**config.mk**
```make
export PLATFORM = sky130hd
export DESIGN_NAME = piecewise_linear_activation_core_flat
export DESIGN_NICKNAME = d
export VERILOG_FILES = /design/src/rtl/plact_pkg.sv /design/src/rtl/plact_if.sv /design/src/rtl/plact_decode.sv /design/src/rtl/plact_mult.sv /design/src/rtl/plact_round.sv /design/src/rtl/plact_sat.sv /design/src/rtl/piecewise_linear_activation_core.sv /design/src/flat_wrapper.sv
export SDC_FILE = /design/constraint.sdc
export NUM_CORES = 2
export LEC_CHECK = 0
export ABC_AREA = 1
export BUFFER_PORTS_ARGS = -buffer_cell sky130_fd_sc_hd__buf_2
export CORE_AREA = 2 2 332 334
export DETAILED_ROUTE_END_ITERATION = 10
export DIE_AREA = 0 0 334 336
export MAX_ROUTING_LAYER = met4
export PLACE_DENSITY = 0.71
export SETUP_SLACK_MARGIN = 0.05
export SLEW_MARGIN = 25
export SYNTH_ARGS = -nofsm -noshare
export SYNTH_HDL_FRONTEND = slang
export SYNTH_SLANG_ARGS = --single-unit
```
**constraint.sdc**
```tcl
create_clock -name clk -period 12.8 [get_ports clk]
set_clock_uncertainty 0.15 [all_clocks]
set_input_delay 1.28 -clock clk [delete_from_list [all_inputs] [get_ports clk]]
set_output_delay 1.28 -clock clk [all_outputs]
set_load 0.02 [all_outputs]
```
**src/rtl/plact_pkg.sv**
```systemverilog
// Package: shared types, register indexes and Q16.16 constants of the activation unit.
`timescale 1ns / 1ps
package plact_pkg;

	localparam int unsigned DATA_W = 32;
	localparam int unsigned PROD_W = 64;
	localparam int unsigned TERM_W = 48;
	localparam int unsigned FRAC_W = 16;
	localparam int unsigned IDX_W  = 2;

	localparam logic [IDX_W-1:0] REG_MODE      = 2'd0;
	localparam logic [IDX_W-1:0] REG_DIRECTION = 2'd1;
	localparam logic [IDX_W-1:0] REG_KNEE      = 2'd2;

	localparam logic [1:0] MODE_THRESH_RELU = 2'd0;
	localparam logic [1:0] MODE_LEAKY_RELU  = 2'd1;
	localparam logic [1:0] MODE_HARD_SIGM   = 2'd2;

	localparam logic DIR_FORWARD  = 1'b0;
	localparam logic DIR_BACKWARD = 1'b1;

	localparam logic signed [DATA_W-1:0] Q_ONE      = 32'sd65536;
	localparam logic signed [DATA_W-1:0] Q_HALF     = 32'sd32768;
	localparam logic signed [DATA_W-1:0] Q_TWO_HALF = 32'sd163840;
	localparam logic signed [DATA_W-1:0] Q_NEG_TWO_HALF = -32'sd163840;
	localparam logic signed [DATA_W-1:0] FIFTH_Q016 = 32'sd13107;
	localparam logic signed [DATA_W-1:0] Q_ZERO     = 32'sd0;

	localparam logic signed [PROD_W-1:0] RND_POS = 64'sd32768;
	localparam logic signed [PROD_W-1:0] RND_NEG = 64'sd32767;

	localparam logic signed [DATA_W-1:0] Y_MAX = 32'sh7fffffff;
	localparam logic signed [DATA_W-1:0] Y_MIN = 32'sh80000000;

	typedef struct packed {
		logic [1:0]               mode;
		logic                     direction;
		logic signed [DATA_W-1:0] knee_or_slope;
	} cfg_t;

	typedef struct packed {
		logic signed [DATA_W-1:0] mul_a;
		logic signed [DATA_W-1:0] mul_b;
		logic                     use_prod;
		logic signed [DATA_W-1:0] pass_val;
		logic signed [DATA_W-1:0] addend;
		logic                     last;
	} dec_t;

	typedef struct packed {
		logic signed [PROD_W-1:0] prod;
		logic                     use_prod;
		logic signed [DATA_W-1:0] pass_val;
		logic signed [DATA_W-1:0] addend;
		logic                     last;
	} prod_t;

	typedef struct packed {
		logic signed [TERM_W-1:0] term;
		logic signed [DATA_W-1:0] addend;
		logic                     last;
	} term_t;

endpackage

```
**src/rtl/plact_if.sv**
```systemverilog
// Interfaces: input element channel and result channel, valid/ready with payload.
`timescale 1ns / 1ps
interface plact_in_if;
	import plact_pkg::*;
	logic                     valid;
	logic                     ready;
	logic signed [DATA_W-1:0] x;
	logic signed [DATA_W-1:0] grad_in;
	logic signed [DATA_W-1:0] grad_acc;
	logic                     is_last;

	modport source (output valid, output x, output grad_in, output grad_acc, output is_last,
		input ready);
	modport sink (input valid, input x, input grad_in, input grad_acc, input is_last,
		output ready);
endinterface

interface plact_out_if;
	import plact_pkg::*;
	logic                     valid;
	logic                     ready;
	logic signed [DATA_W-1:0] y;
	logic                     saturated;
	logic                     is_last_out;

	modport source (output valid, output y, output saturated, output is_last_out,
		input ready);
	modport sink (input valid, input y, input saturated, input is_last_out,
		output ready);
endinterface

```
**src/rtl/plact_decode.sv**
```systemverilog
// Stage 1: compare x against the knees and pick multiplier operands, bypass value and addend.
`timescale 1ns / 1ps
module plact_decode import plact_pkg::*; (
	input  logic                     clk,
	input  logic                     arst_n,
	input  cfg_t                     cfg,
	input  logic                     valid_i,
	input  logic signed [DATA_W-1:0] x,
	input  logic signed [DATA_W-1:0] grad_in,
	input  logic signed [DATA_W-1:0] grad_acc,
	input  logic                     is_last,
	output logic                     ready_o,
	output logic                     valid_s1,
	output dec_t                     dec_s1,
	input  logic                     ready_i
);

	dec_t dec_d;
	logic x_gt_knee, x_pos, x_hi, x_lo;

	assign x_gt_knee = x > cfg.knee_or_slope;
	assign x_pos     = x > Q_ZERO;
	assign x_hi      = x > Q_TWO_HALF;
	assign x_lo      = x < Q_NEG_TWO_HALF;

	always_comb begin
		dec_d          = '0;
		dec_d.mul_a    = cfg.knee_or_slope;
		dec_d.mul_b    = x;
		dec_d.last     = is_last;
		if (cfg.direction == DIR_FORWARD) begin
			dec_d.addend = Q_ZERO;
			unique case (cfg.mode)
				MODE_LEAKY_RELU: begin
					dec_d.use_prod = !x_pos;
					dec_d.pass_val = x;
				end
				MODE_HARD_SIGM: begin
					dec_d.mul_a    = FIFTH_Q016;
					dec_d.use_prod = !x_hi && !x_lo;
					dec_d.pass_val = x_hi ? Q_ONE : Q_ZERO;
					dec_d.addend   = (!x_hi && !x_lo) ? Q_HALF : Q_ZERO;
				end
				default: begin
					dec_d.use_prod = 1'b0;
					dec_d.pass_val = x_gt_knee ? x : Q_ZERO;
				end
			endcase
		end else begin
			dec_d.addend = grad_acc;
			dec_d.mul_b  = grad_in;
			unique case (cfg.mode)
				MODE_LEAKY_RELU: begin
					dec_d.use_prod = !x_pos;
					dec_d.pass_val = grad_in;
				end
				MODE_HARD_SIGM: begin
					dec_d.mul_a    = FIFTH_Q016;
					dec_d.use_prod = !x_hi && !x_lo;
					dec_d.pass_val = Q_ZERO;
				end
				default: begin
					dec_d.use_prod = 1'b0;
					dec_d.pass_val = x_gt_knee ? grad_in : Q_ZERO;
				end
			endcase
		end
	end

	assign ready_o = !valid_s1 || ready_i;

	always_ff @(posedge clk or negedge arst_n) begin
		if (!arst_n) begin
			valid_s1 <= 1'b0;
		end else if (ready_o) begin
			valid_s1 <= valid_i;
		end
	end

	always_ff @(posedge clk) begin
		if (ready_o && valid_i) begin
			dec_s1 <= dec_d;
		end
	end

endmodule

```
**src/rtl/plact_mult.sv**
```systemverilog
// Stage 2: exact 32x32 signed product in Q32.32.
`timescale 1ns / 1ps
module plact_mult import plact_pkg::*; (
	input  logic  clk,
	input  logic  arst_n,
	input  logic  valid_i,
	input  dec_t  dec_i,
	output logic  ready_o,
	output logic  valid_s2,
	output prod_t prod_s2,
	input  logic  ready_i
);

	logic signed [PROD_W-1:0] prod_d;

	assign prod_d  = PROD_W'(dec_i.mul_a) * PROD_W'(dec_i.mul_b);
	assign ready_o = !valid_s2 || ready_i;

	always_ff @(posedge clk or negedge arst_n) begin
		if (!arst_n) begin
			valid_s2 <= 1'b0;
		end else if (ready_o) begin
			valid_s2 <= valid_i;
		end
	end

	always_ff @(posedge clk) begin
		if (ready_o && valid_i) begin
			prod_s2.prod     <= prod_d;
			prod_s2.use_prod <= dec_i.use_prod;
			prod_s2.pass_val <= dec_i.pass_val;
			prod_s2.addend   <= dec_i.addend;
			prod_s2.last     <= dec_i.last;
		end
	end

endmodule

```
**src/rtl/plact_round.sv**
```systemverilog
// Stage 3: round the product to Q16.16, ties away from zero, and select the term.
`timescale 1ns / 1ps
module plact_round import plact_pkg::*; (
	input  logic  clk,
	input  logic  arst_n,
	input  logic  valid_i,
	input  prod_t prod_i,
	output logic  ready_o,
	output logic  valid_s3,
	output term_t term_s3,
	input  logic  ready_i
);

	logic signed [PROD_W-1:0] biased;
	logic signed [TERM_W-1:0] rounded;
	logic signed [TERM_W-1:0] term_d;

	assign biased  = prod_i.prod + (prod_i.prod[PROD_W-1] ? RND_NEG : RND_POS);
	assign rounded = biased[PROD_W-1:FRAC_W];
	assign term_d  = prod_i.use_prod ? rounded : TERM_W'(prod_i.pass_val);
	assign ready_o = !valid_s3 || ready_i;

	always_ff @(posedge clk or negedge arst_n) begin
		if (!arst_n) begin
			valid_s3 <= 1'b0;
		end else if (ready_o) begin
			valid_s3 <= valid_i;
		end
	end

	always_ff @(posedge clk) begin
		if (ready_o && valid_i) begin
			term_s3.term   <= term_d;
			term_s3.addend <= prod_i.addend;
			term_s3.last   <= prod_i.last;
		end
	end

endmodule

```
**src/rtl/plact_sat.sv**
```systemverilog
// Stage 4: add the addend, saturate to Q16.16 and hold the result for transfer.
`timescale 1ns / 1ps
module plact_sat import plact_pkg::*; (
	input  logic                     clk,
	input  logic                     arst_n,
	input  logic                     valid_i,
	input  term_t                    term_i,
	output logic                     ready_o,
	output logic                     valid_s4,
	output logic signed [DATA_W-1:0] y_s4,
	output logic                     sat_s4,
	output logic                     last_s4,
	input  logic                     ready_i
);

	localparam int unsigned SUM_W = TERM_W + 1;

	logic signed [SUM_W-1:0]  sum;
	logic signed [DATA_W-1:0] y_d;
	logic                     sat_d;

	assign sum = SUM_W'(term_i.term) + SUM_W'(term_i.addend);

	always_comb begin
		priority if (sum > SUM_W'(Y_MAX)) begin
			y_d   = Y_MAX;
			sat_d = 1'b1;
		end else if (sum < SUM_W'(Y_MIN)) begin
			y_d   = Y_MIN;
			sat_d = 1'b1;
		end else begin
			y_d   = sum[DATA_W-1:0];
			sat_d = 1'b0;
		end
	end

	assign ready_o = !valid_s4 || ready_i;

	always_ff @(posedge clk or negedge arst_n) begin
		if (!arst_n) begin
			valid_s4 <= 1'b0;
		end else if (ready_o) begin
			valid_s4 <= valid_i;
		end
	end

	always_ff @(posedge clk) begin
		if (ready_o && valid_i) begin
			y_s4    <= y_d;
			sat_s4  <= sat_d;
			last_s4 <= term_i.last;
		end
	end

	a_sat_bound: assert property (@(posedge clk) disable iff (!arst_n)
		valid_s4 && sat_s4 |-> (y_s4 == Y_MAX) || (y_s4 == Y_MIN))
		else $error("saturated result is not at a range limit");

	a_hold_stall: assert property (@(posedge clk) disable iff (!arst_n)
		valid_s4 && !ready_i |=> valid_s4 && $stable(y_s4) && $stable(sat_s4)
			&& $stable(last_s4))
		else $error("held result changed while stalled");

endmodule

```
**src/rtl/piecewise_linear_activation_core.sv**
```systemverilog
// Top level: configuration registers and the four-stage activation pipeline.
`timescale 1ns / 1ps
// Streaming Q16.16 activation unit: thresholded ReLU, leaky ReLU or hard sigmoid in
// forward direction, grad_acc + grad_in * f'(x) in backward direction, with saturation
// and a pass-through last mark. One element is taken every cycle while the result side
// does not stall; each result passes through decode, 32x32 multiply, round, and add and
// saturate, each registered, and a stall at the result side backs the stages up without
// loss. Write the mode, direction and knee/slope registers only while the pipeline is
// empty.
module piecewise_linear_activation_core import plact_pkg::*; (
	input  logic               clk,
	input  logic               arst_n,
	input  logic               wr_en,
	input  logic [IDX_W-1:0]   wr_index,
	input  logic [DATA_W-1:0]  wr_data,
	plact_in_if.sink           elem,
	plact_out_if.source        res
);

	cfg_t  cfg_q;
	logic  valid_s1, valid_s2, valid_s3;
	logic  ready_s1, ready_s2, ready_s3, ready_s4;
	dec_t  dec_s1;
	prod_t prod_s2;
	term_t term_s3;

	always_ff @(posedge clk or negedge arst_n) begin
		if (!arst_n) begin
			cfg_q <= '0;
		end else if (wr_en) begin
			unique case (wr_index)
				REG_MODE:      cfg_q.mode          <= wr_data[1:0];
				REG_DIRECTION: cfg_q.direction     <= wr_data[0];
				REG_KNEE:      cfg_q.knee_or_slope <= wr_data;
				default: ;
			endcase
		end
	end

	plact_decode u_decode (
		.clk      (clk),
		.arst_n   (arst_n),
		.cfg      (cfg_q),
		.valid_i  (elem.valid),
		.x        (elem.x),
		.grad_in  (elem.grad_in),
		.grad_acc (elem.grad_acc),
		.is_last  (elem.is_last),
		.ready_o  (ready_s1),
		.valid_s1 (valid_s1),
		.dec_s1   (dec_s1),
		.ready_i  (ready_s2)
	);

	plact_mult u_mult (
		.clk      (clk),
		.arst_n   (arst_n),
		.valid_i  (valid_s1),
		.dec_i    (dec_s1),
		.ready_o  (ready_s2),
		.valid_s2 (valid_s2),
		.prod_s2  (prod_s2),
		.ready_i  (ready_s3)
	);

	plact_round u_round (
		.clk      (clk),
		.arst_n   (arst_n),
		.valid_i  (valid_s2),
		.prod_i   (prod_s2),
		.ready_o  (ready_s3),
		.valid_s3 (valid_s3),
		.term_s3  (term_s3),
		.ready_i  (ready_s4)
	);

	plact_sat u_sat (
		.clk      (clk),
		.arst_n   (arst_n),
		.valid_i  (valid_s3),
		.term_i   (term_s3),
		.ready_o  (ready_s4),
		.valid_s4 (res.valid),
		.y_s4     (res.y),
		.sat_s4   (res.saturated),
		.last_s4  (res.is_last_out),
		.ready_i  (res.ready)
	);

	assign elem.ready = ready_s1;

	a_full_backpressure: assert property (@(posedge clk) disable iff (!arst_n)
		!elem.ready |-> res.valid && !res.ready && valid_s1 && valid_s2 && valid_s3)
		else $error("input stalled while pipeline has room");

endmodule
```
**src/flat_wrapper.sv**
```systemverilog
// flat-port wrapper written by rule: the top's interface ports become plain ports
module piecewise_linear_activation_core_flat import plact_pkg::*;
  (clk, arst_n, wr_en, wr_index, wr_data, elem_valid, elem_x, elem_grad_in, elem_grad_acc, elem_is_last, elem_ready, res_valid, res_y, res_saturated, res_is_last_out, res_ready);
  plact_in_if elem_i ();
  plact_out_if res_i ();
  input  logic clk;
  input  logic arst_n;
  input  logic wr_en;
  input  logic [IDX_W-1:0] wr_index;
  input  logic [DATA_W-1:0] wr_data;
  input wire logic [$bits(elem_i.valid)-1:0] elem_valid;
  input wire logic [$bits(elem_i.x)-1:0] elem_x;
  input wire logic [$bits(elem_i.grad_in)-1:0] elem_grad_in;
  input wire logic [$bits(elem_i.grad_acc)-1:0] elem_grad_acc;
  input wire logic [$bits(elem_i.is_last)-1:0] elem_is_last;
  output wire logic [$bits(elem_i.ready)-1:0] elem_ready;
  output wire logic [$bits(res_i.valid)-1:0] res_valid;
  output wire logic [$bits(res_i.y)-1:0] res_y;
  output wire logic [$bits(res_i.saturated)-1:0] res_saturated;
  output wire logic [$bits(res_i.is_last_out)-1:0] res_is_last_out;
  input wire logic [$bits(res_i.ready)-1:0] res_ready;
  assign elem_i.valid = elem_valid;
  assign elem_i.x = elem_x;
  assign elem_i.grad_in = elem_grad_in;
  assign elem_i.grad_acc = elem_grad_acc;
  assign elem_i.is_last = elem_is_last;
  assign elem_ready = elem_i.ready;
  assign res_valid = res_i.valid;
  assign res_y = res_i.y;
  assign res_saturated = res_i.saturated;
  assign res_is_last_out = res_i.is_last_out;
  assign res_i.ready = res_ready;
  piecewise_linear_activation_core u_core (.clk(clk), .arst_n(arst_n), .wr_en(wr_en), .wr_index(wr_index), .wr_data(wr_data), .elem(elem_i), .res(res_i));
endmodule
```
# ---- After elaboration in Yosys (flattened, before gate mapping)
# Index checks and enable logic that the tools add are counted.
dict set report totals {
  reg_bits 414
  elab_cells 70
  input_bits 136
  out_inout_bits 36
}
dict set report op_classes {
  eq_ne 4
  n_reduce_logical 20
  n_addsub 2
  multipliers 1
  mux 13
  order_cmp 6
}
# op count
set ops {}
lappend ops {{33-bit one-hot mux with 2 select lines} 2}
lappend ops {{32-bit 2-to-1 mux} 4}
lappend ops {{65-bit 2-to-1 mux} 1}
lappend ops {{64-bit adder} 1}
lappend ops {{32-bit by 32-bit multiplier with 64-bit output} 1}
lappend ops {{48-bit by 32-bit adder with 49-bit output} 1}
lappend ops {{49-bit by 32-bit greater-than comparator with 1-bit output (second input constant)} 1}
lappend ops {{49-bit by 32-bit less-than comparator with 1-bit output (second input constant)} 1}
lappend ops {{16-bit 2-to-1 mux} 3}
lappend ops {{48-bit 2-to-1 mux} 1}
lappend ops {{32-bit by 1-bit greater-than comparator with 1-bit output (second input constant)} 1}
lappend ops {{32-bit by 19-bit greater-than comparator with 1-bit output (second input constant)} 1}
lappend ops {{32-bit greater-than comparator} 1}
lappend ops {{32-bit by 19-bit less-than comparator with 1-bit output (second input constant)} 1}
lappend ops {{17-bit 2-to-1 mux} 1}
lappend ops {{1-bit logical NOT} 7}
lappend ops {{2-bit AND reduction} 3}
lappend ops {{1-bit logical AND} 5}
lappend ops {{2-bit by 1-bit equality test with 1-bit output (second input constant)} 2}
lappend ops {{2-bit equality test (second input constant)} 2}
lappend ops {{1-bit logical OR} 4}
lappend ops {{2-bit logical NOT} 1}
lappend ops {{1-bit 2-to-1 mux} 1}

# ---- Longest topological paths before layout
dict set report logic_depth {
  word_depth 6
  mapped_depth 33
  ltp_nobuf 32
}

# ---- By module
# Synthesis repeated with hierarchy kept, for this count alone.
dict set report hier_totals {
  cells_unflattened 7744
  hier_area_um2 61899.4
}
# module seq_area_each_um2 n_inst cells_per_inst area_per_inst_um2
set by_module_without_submodules {}
lappend by_module_without_submodules {plact_mult 3928.8 1 5174 42764.8}
lappend by_module_without_submodules {plact_decode 3928.8 1 607 6188.4}
lappend by_module_without_submodules {plact_round 2457.4 1 815 5836.8}
lappend by_module_without_submodules {plact_sat 1046.0 1 988 5605.4}
lappend by_module_without_submodules {piecewise_linear_activation_core 875.8 1 160 1503.9}

# ---- Least setup slack after synthesis
# OpenSTA, ideal clock, no wires.
dict set report synth_path {
  path_kind {in2reg}
  startpoint {in res_ready}
  endpoint {reg, netlist name u_core.u_decode.dec_s1[0]}
  setup_ps 624
  path_slack_ps 4939
  arrival_ps 7088
  required_time_ps 12026
  n_path_buf 0
  cell_stages 8
  cell_sequence {nor2_1 -> inv_1 -> nor2_1 -> inv_1 -> nor2_1 -> inv_1 -> nor2_1 -> nor2_1}
}
dict set report synth_between {
  elab_chain_len 5
}
# element line
set synth_lines {}
lappend synth_lines {{start: declaration} flat_wrapper.sv:21} ;# input wire logic [$bits(res_i.ready)-1:0] res_ready;
lappend synth_lines {{1-bit logical OR} plact_sat.sv:37} ;# assign ready_o = !valid_s4 || ready_i;
lappend synth_lines {{1-bit logical OR} plact_round.sv:21} ;# assign ready_o = !valid_s3 || ready_i;
lappend synth_lines {{1-bit logical OR} plact_mult.sv:17} ;# assign ready_o = !valid_s2 || ready_i;
lappend synth_lines {{1-bit logical OR} plact_decode.sv:70} ;# assign ready_o = !valid_s1 || ready_i;
lappend synth_lines {{1-bit logical AND} plact_decode.sv:81} ;# if (ready_o && valid_i) begin
# No other way between the ends.
# A chain may end at the register's enable or synchronous reset.

# ---- Worst setup path after layout
dict set report layout_path {
  startpoint {reg, netlist name u_core.u_decode.dec_s1[71]}
  endpoint {reg, netlist name u_core.u_mult.prod_s2[125]}
}
dict set report layout_between {
  elab_chain_len 1
}
# element line
set layout_lines {}
lappend layout_lines {{32-bit by 32-bit multiplier with 64-bit output} plact_mult.sv:16} ;# assign prod_d = PROD_W'(dec_i.mul_a) * PROD_W'(dec_i.mul_b);
lappend layout_lines {{named net u_core.u_mult.prod_d[59]} plact_mult.sv:14} ;# logic signed [PROD_W-1:0] prod_d;
# The timed path passes the listed nets, and every way through them passes these cells.

==> Implementation_results.wiki <==
{| class="wikitable"
! Metric !! Value
|-
| CTS tree || built
|-
| Insertion delay to the later sink of the worst-skew pair || slightly above 0.6 ns
|-
| CTS hold repair buffers || 0
|-
| Cell repeated most along the worst path || fa_1
|-
| Launching element type of the critical path || flop
|-
| Clock Path Buffers || 3
|-
| Share of final-layout standard cells stronger than drive strength 1 || 0.0519
|-
| Required time of the critical path || approximately 13 ns
|-
| Antenna cell count || 0
|-
| Sort of element at the end of the critical path || flop
|-
| Hold Violations, Final || 0
|-
| Number of violations of the max-capacitance limit || 0
|-
| GR Util All Layers || 0.331
|-
| Starting utilization of the core area || 0.547
|-
| Number of enable flip-flop cells after synthesis || between 300 and 400
|-
| Post-layout min period || roughly 8.5 ns
|-
| Most frequent cell after synthesis || inv_1
|-
| Post-DP HPWL || ~140 mm
|-
| CTS H-Tree Depth || 2
|-
| Iteration-0 DRC count of the detailed router || 3494
|-
| Per-instance average area after synthesis || roughly 8.4 sq um
|-
| Net total in the final layout || 8648
|-
| Count of warnings emitted by yosys || 0
|-
| Path depth of the worst reg2reg path || 24
|-
| Post-synthesis cell type count || 45
|-
| Register bit total from synthesis || just over 400
|-
| DIE WIDTH || about 330 um
|-
| Post-Synthesis Cells || between 7000 and 8000
|-
| Clock Sink Count || just over 400
|-
| Post-cts resize count || 0
|-
| Cell taking the most area after synthesis || fa_1
|-
| Buffers inserted during post-CTS setup optimization || 0
|-
| Number of stages on the worst hold path || 0
|-
| Area taken by flip-flops and latches || about 12000 sq um
|-
| Library cell used as clock root buffer || clkbuf_16
|-
| Arrival time at the worst endpoint || between 8 and 9 ns
|-
| Residual DRC || 0
|-
| Pin slew with the least headroom to its limit || between 1 and 1.5 ns
|-
| Worst-case headroom to the max-slew limit || 0.224
|-
| Total length of routed wires || about 170 mm
|-
| Via density || ~5.3
|-
| Max-slew violations || 0
|-
| CP max stage cell || fa_1
|-
| Placeable Area || roughly 110000 sq um
|-
| Pin count of the biggest net entering global routing || about 80
|-
| Outcome || finished, final reports clean
|-
| Number of port buffers || ~170
|-
| Number of global-route vias before repair || about 49000
|-
| Number of buffers created by CTS || 46
|-
| Setup Total Neg Slack || 0 ns
|-
| Post-synth ARST share || 0.0942
|-
| Post-synthesis net count || about 8600
|-
| Num rows || about 120
|-
| Slowest stage delay, CP || just under 0.9 ns
|-
| Vertical die dimension || between 300 and 400 um
|-
| Crit path cell chain || buf_4, nand2_1, inv_1, fa_1, inv_1, fa_1, inv_1, fa_1, fa_1, inv_1, fa_1, inv_1, fa_1, inv_1, fa_1, inv_1, fa_1, ha_1, a21oi_1, o21ai_0, o21bai_1, a221oi_1, o221ai_1, xor2_1
|-
| Fraction of post-synthesis cell area in the top cell type by area || 0.366
|-
| Total congestion overflow after global routing || 0
|-
| Via count of the routed design || approximately 46000
|-
| RSZ-0062 raised after global routing || no
|-
| Sequential element share of the synthesized area || 0.206
|-
| Final weighted congestion in routability-driven placement || slightly above 1
|-
| Final setup violating endpoints || 0
|-
| Total Die Area || around 110000 sq um
|-
| Antenna Nets Post-Route || 0
|-
| Clock slew at the register clock pins of the worst setup and hold paths || around 0.070 ns
|-
| Top post-synthesis cells by area || fa_1 37%, edfxtp_1 19%, inv_1 12%
|-
| Total iterations of the first detailed-routing run || 7
|-
| Ratio of final minimum period to clock period || 0.667
|-
| IO Pins || between 150 and 200
|-
| Netlist area before placement || roughly 59000 sq um
|-
| Top achievable clock speed || about 120 MHz
|-
| Category of the most critical setup path || flop to flop
|-
| WL/cell || approximately 20 um
|-
| Area taken by multi-input logic gates || about 39000 sq um
|-
| Worst R2R Setup Slack || about 4.3 ns
|-
| List of most frequent post-synthesis cells || 1971 x inv_1, 1948 x nand2_1, 1083 x fa_1
|-
| Wire length of the first global-routing pass || about 280 mm
|-
| Fillcell total || 9783
|-
| Prevailing post-synth register cell || edfxtp_1
|-
| Initial antenna violation count || 2
|-
| Min-Delay Path Class || flop to flop
|-
| Crit path max fanout || 32
|-
| Post-synthesis to final-layout area growth || 6.46%
|}
## worst max-delay path, delay by kind of cell, from the launching register on
kind            cells  cell delay, ns
compound gates      5            1.09
xor+xnor            1            0.19
fa+ha+maj           9            4.63
buf+inv             8            1.65
flops               1            0.32
simple gates        1            0.23
## cells by family (layout without fill, tap and decap cells)
family                     after synthesis  in the layout  share of synthesized area
AOI/OAI and AO/OA                      388            388                     0.0365
xor gates and xnor gates               128            128                     0.0189
adders and majority gates             1364           1364                      0.425
buffers and inverters                 2211           2309                      0.141
DFF                                    414            414                      0.206
and+or+nand+nor                       2583           2583                      0.172
## state kept, by name, summed over array words and instances (netlist names)
name	cells
u_core.u_decode.dec_s1	130
u_core.u_mult.valid_s2	1
u_core.u_mult.prod_s2	130
u_core.u_sat.last_s4	1
u_core.u_decode.valid_s1	1
u_core.u_sat.y_s4	32
u_core.u_round.term_s3	81
u_core.u_sat.sat_s4	1
u_core.u_sat.valid_s4	1
u_core.cfg_q	35
u_core.u_round.valid_s3	1
## through the flow
stage          cells  utilization  hold WS [ns]  cell area [sq um]  setup WS (ns)
3_5_place_dp    8514        0.568         0.255              61600           4.28
5_1_grt         8600        0.582         0.247              63100           3.80
6_report        8600        0.582         0.239              63100           4.26
3_3_place_gp    8513        0.568         0.251              61600           3.95
4_1_cts         8600        0.582         0.251              63100           4.30
2_1_floorplan   7088            -         0.250              59300           4.94
## layer usage
layer	GRT usage	part of all wire	up-vias
met2	0.533	0.47	1904
met3	0.0562	0.083	407
met1	0.425	0.40	22556
met5	-	0	-
li1	-	-	20700
met4	0.118	0.041	0
## cell type report
class                      instances  share of cell area
timing repair buffer             246              0.0227
inverter                        1977               0.118
sequential                       414               0.194
tap                             1414              0.0280
clock inverter                    25             0.00353
multi-input combinational       4463               0.614
clock buffer                      61              0.0206
## final timing paths
check | from | end
min in group asynchronous | arst_n | u_core.cfg_q[25]
max | u_core.u_decode.dec_s1[71] | u_core.u_mult.prod_s2[125]
min | u_core.u_decode.dec_s1[45] | u_core.u_mult.prod_s2[45]
max in group asynchronous | arst_n | u_core.cfg_q[32]
min reg2reg | u_core.u_decode.dec_s1[45] | u_core.u_mult.prod_s2[45]
max reg2reg | u_core.u_decode.dec_s1[71] | u_core.u_mult.prod_s2[125]
## layout by cell type, fill, tap and decap left out, drive strengths merged, types with 5 or more instances in the layout
master and instances:
o21ai 110, clkbuf 61, nand2 1956, nor3 56, inv 1982, fa 1083, o21bai 9, o21a 9
xnor2 44, a21boi 7, a31oi 23, o31ai 17, a21o 18, buf 246, o211ai 5, clkinv 17
edfxtp 375, or2 8, ha 281, dfrtp 39, a21oi 183, nor4 23, nand4 47, nor2 384
nand3 102, xor2 84
Power is not shown: default switching activity piles up to over one toggle a cycle in this logic, so the estimate is an artifact.
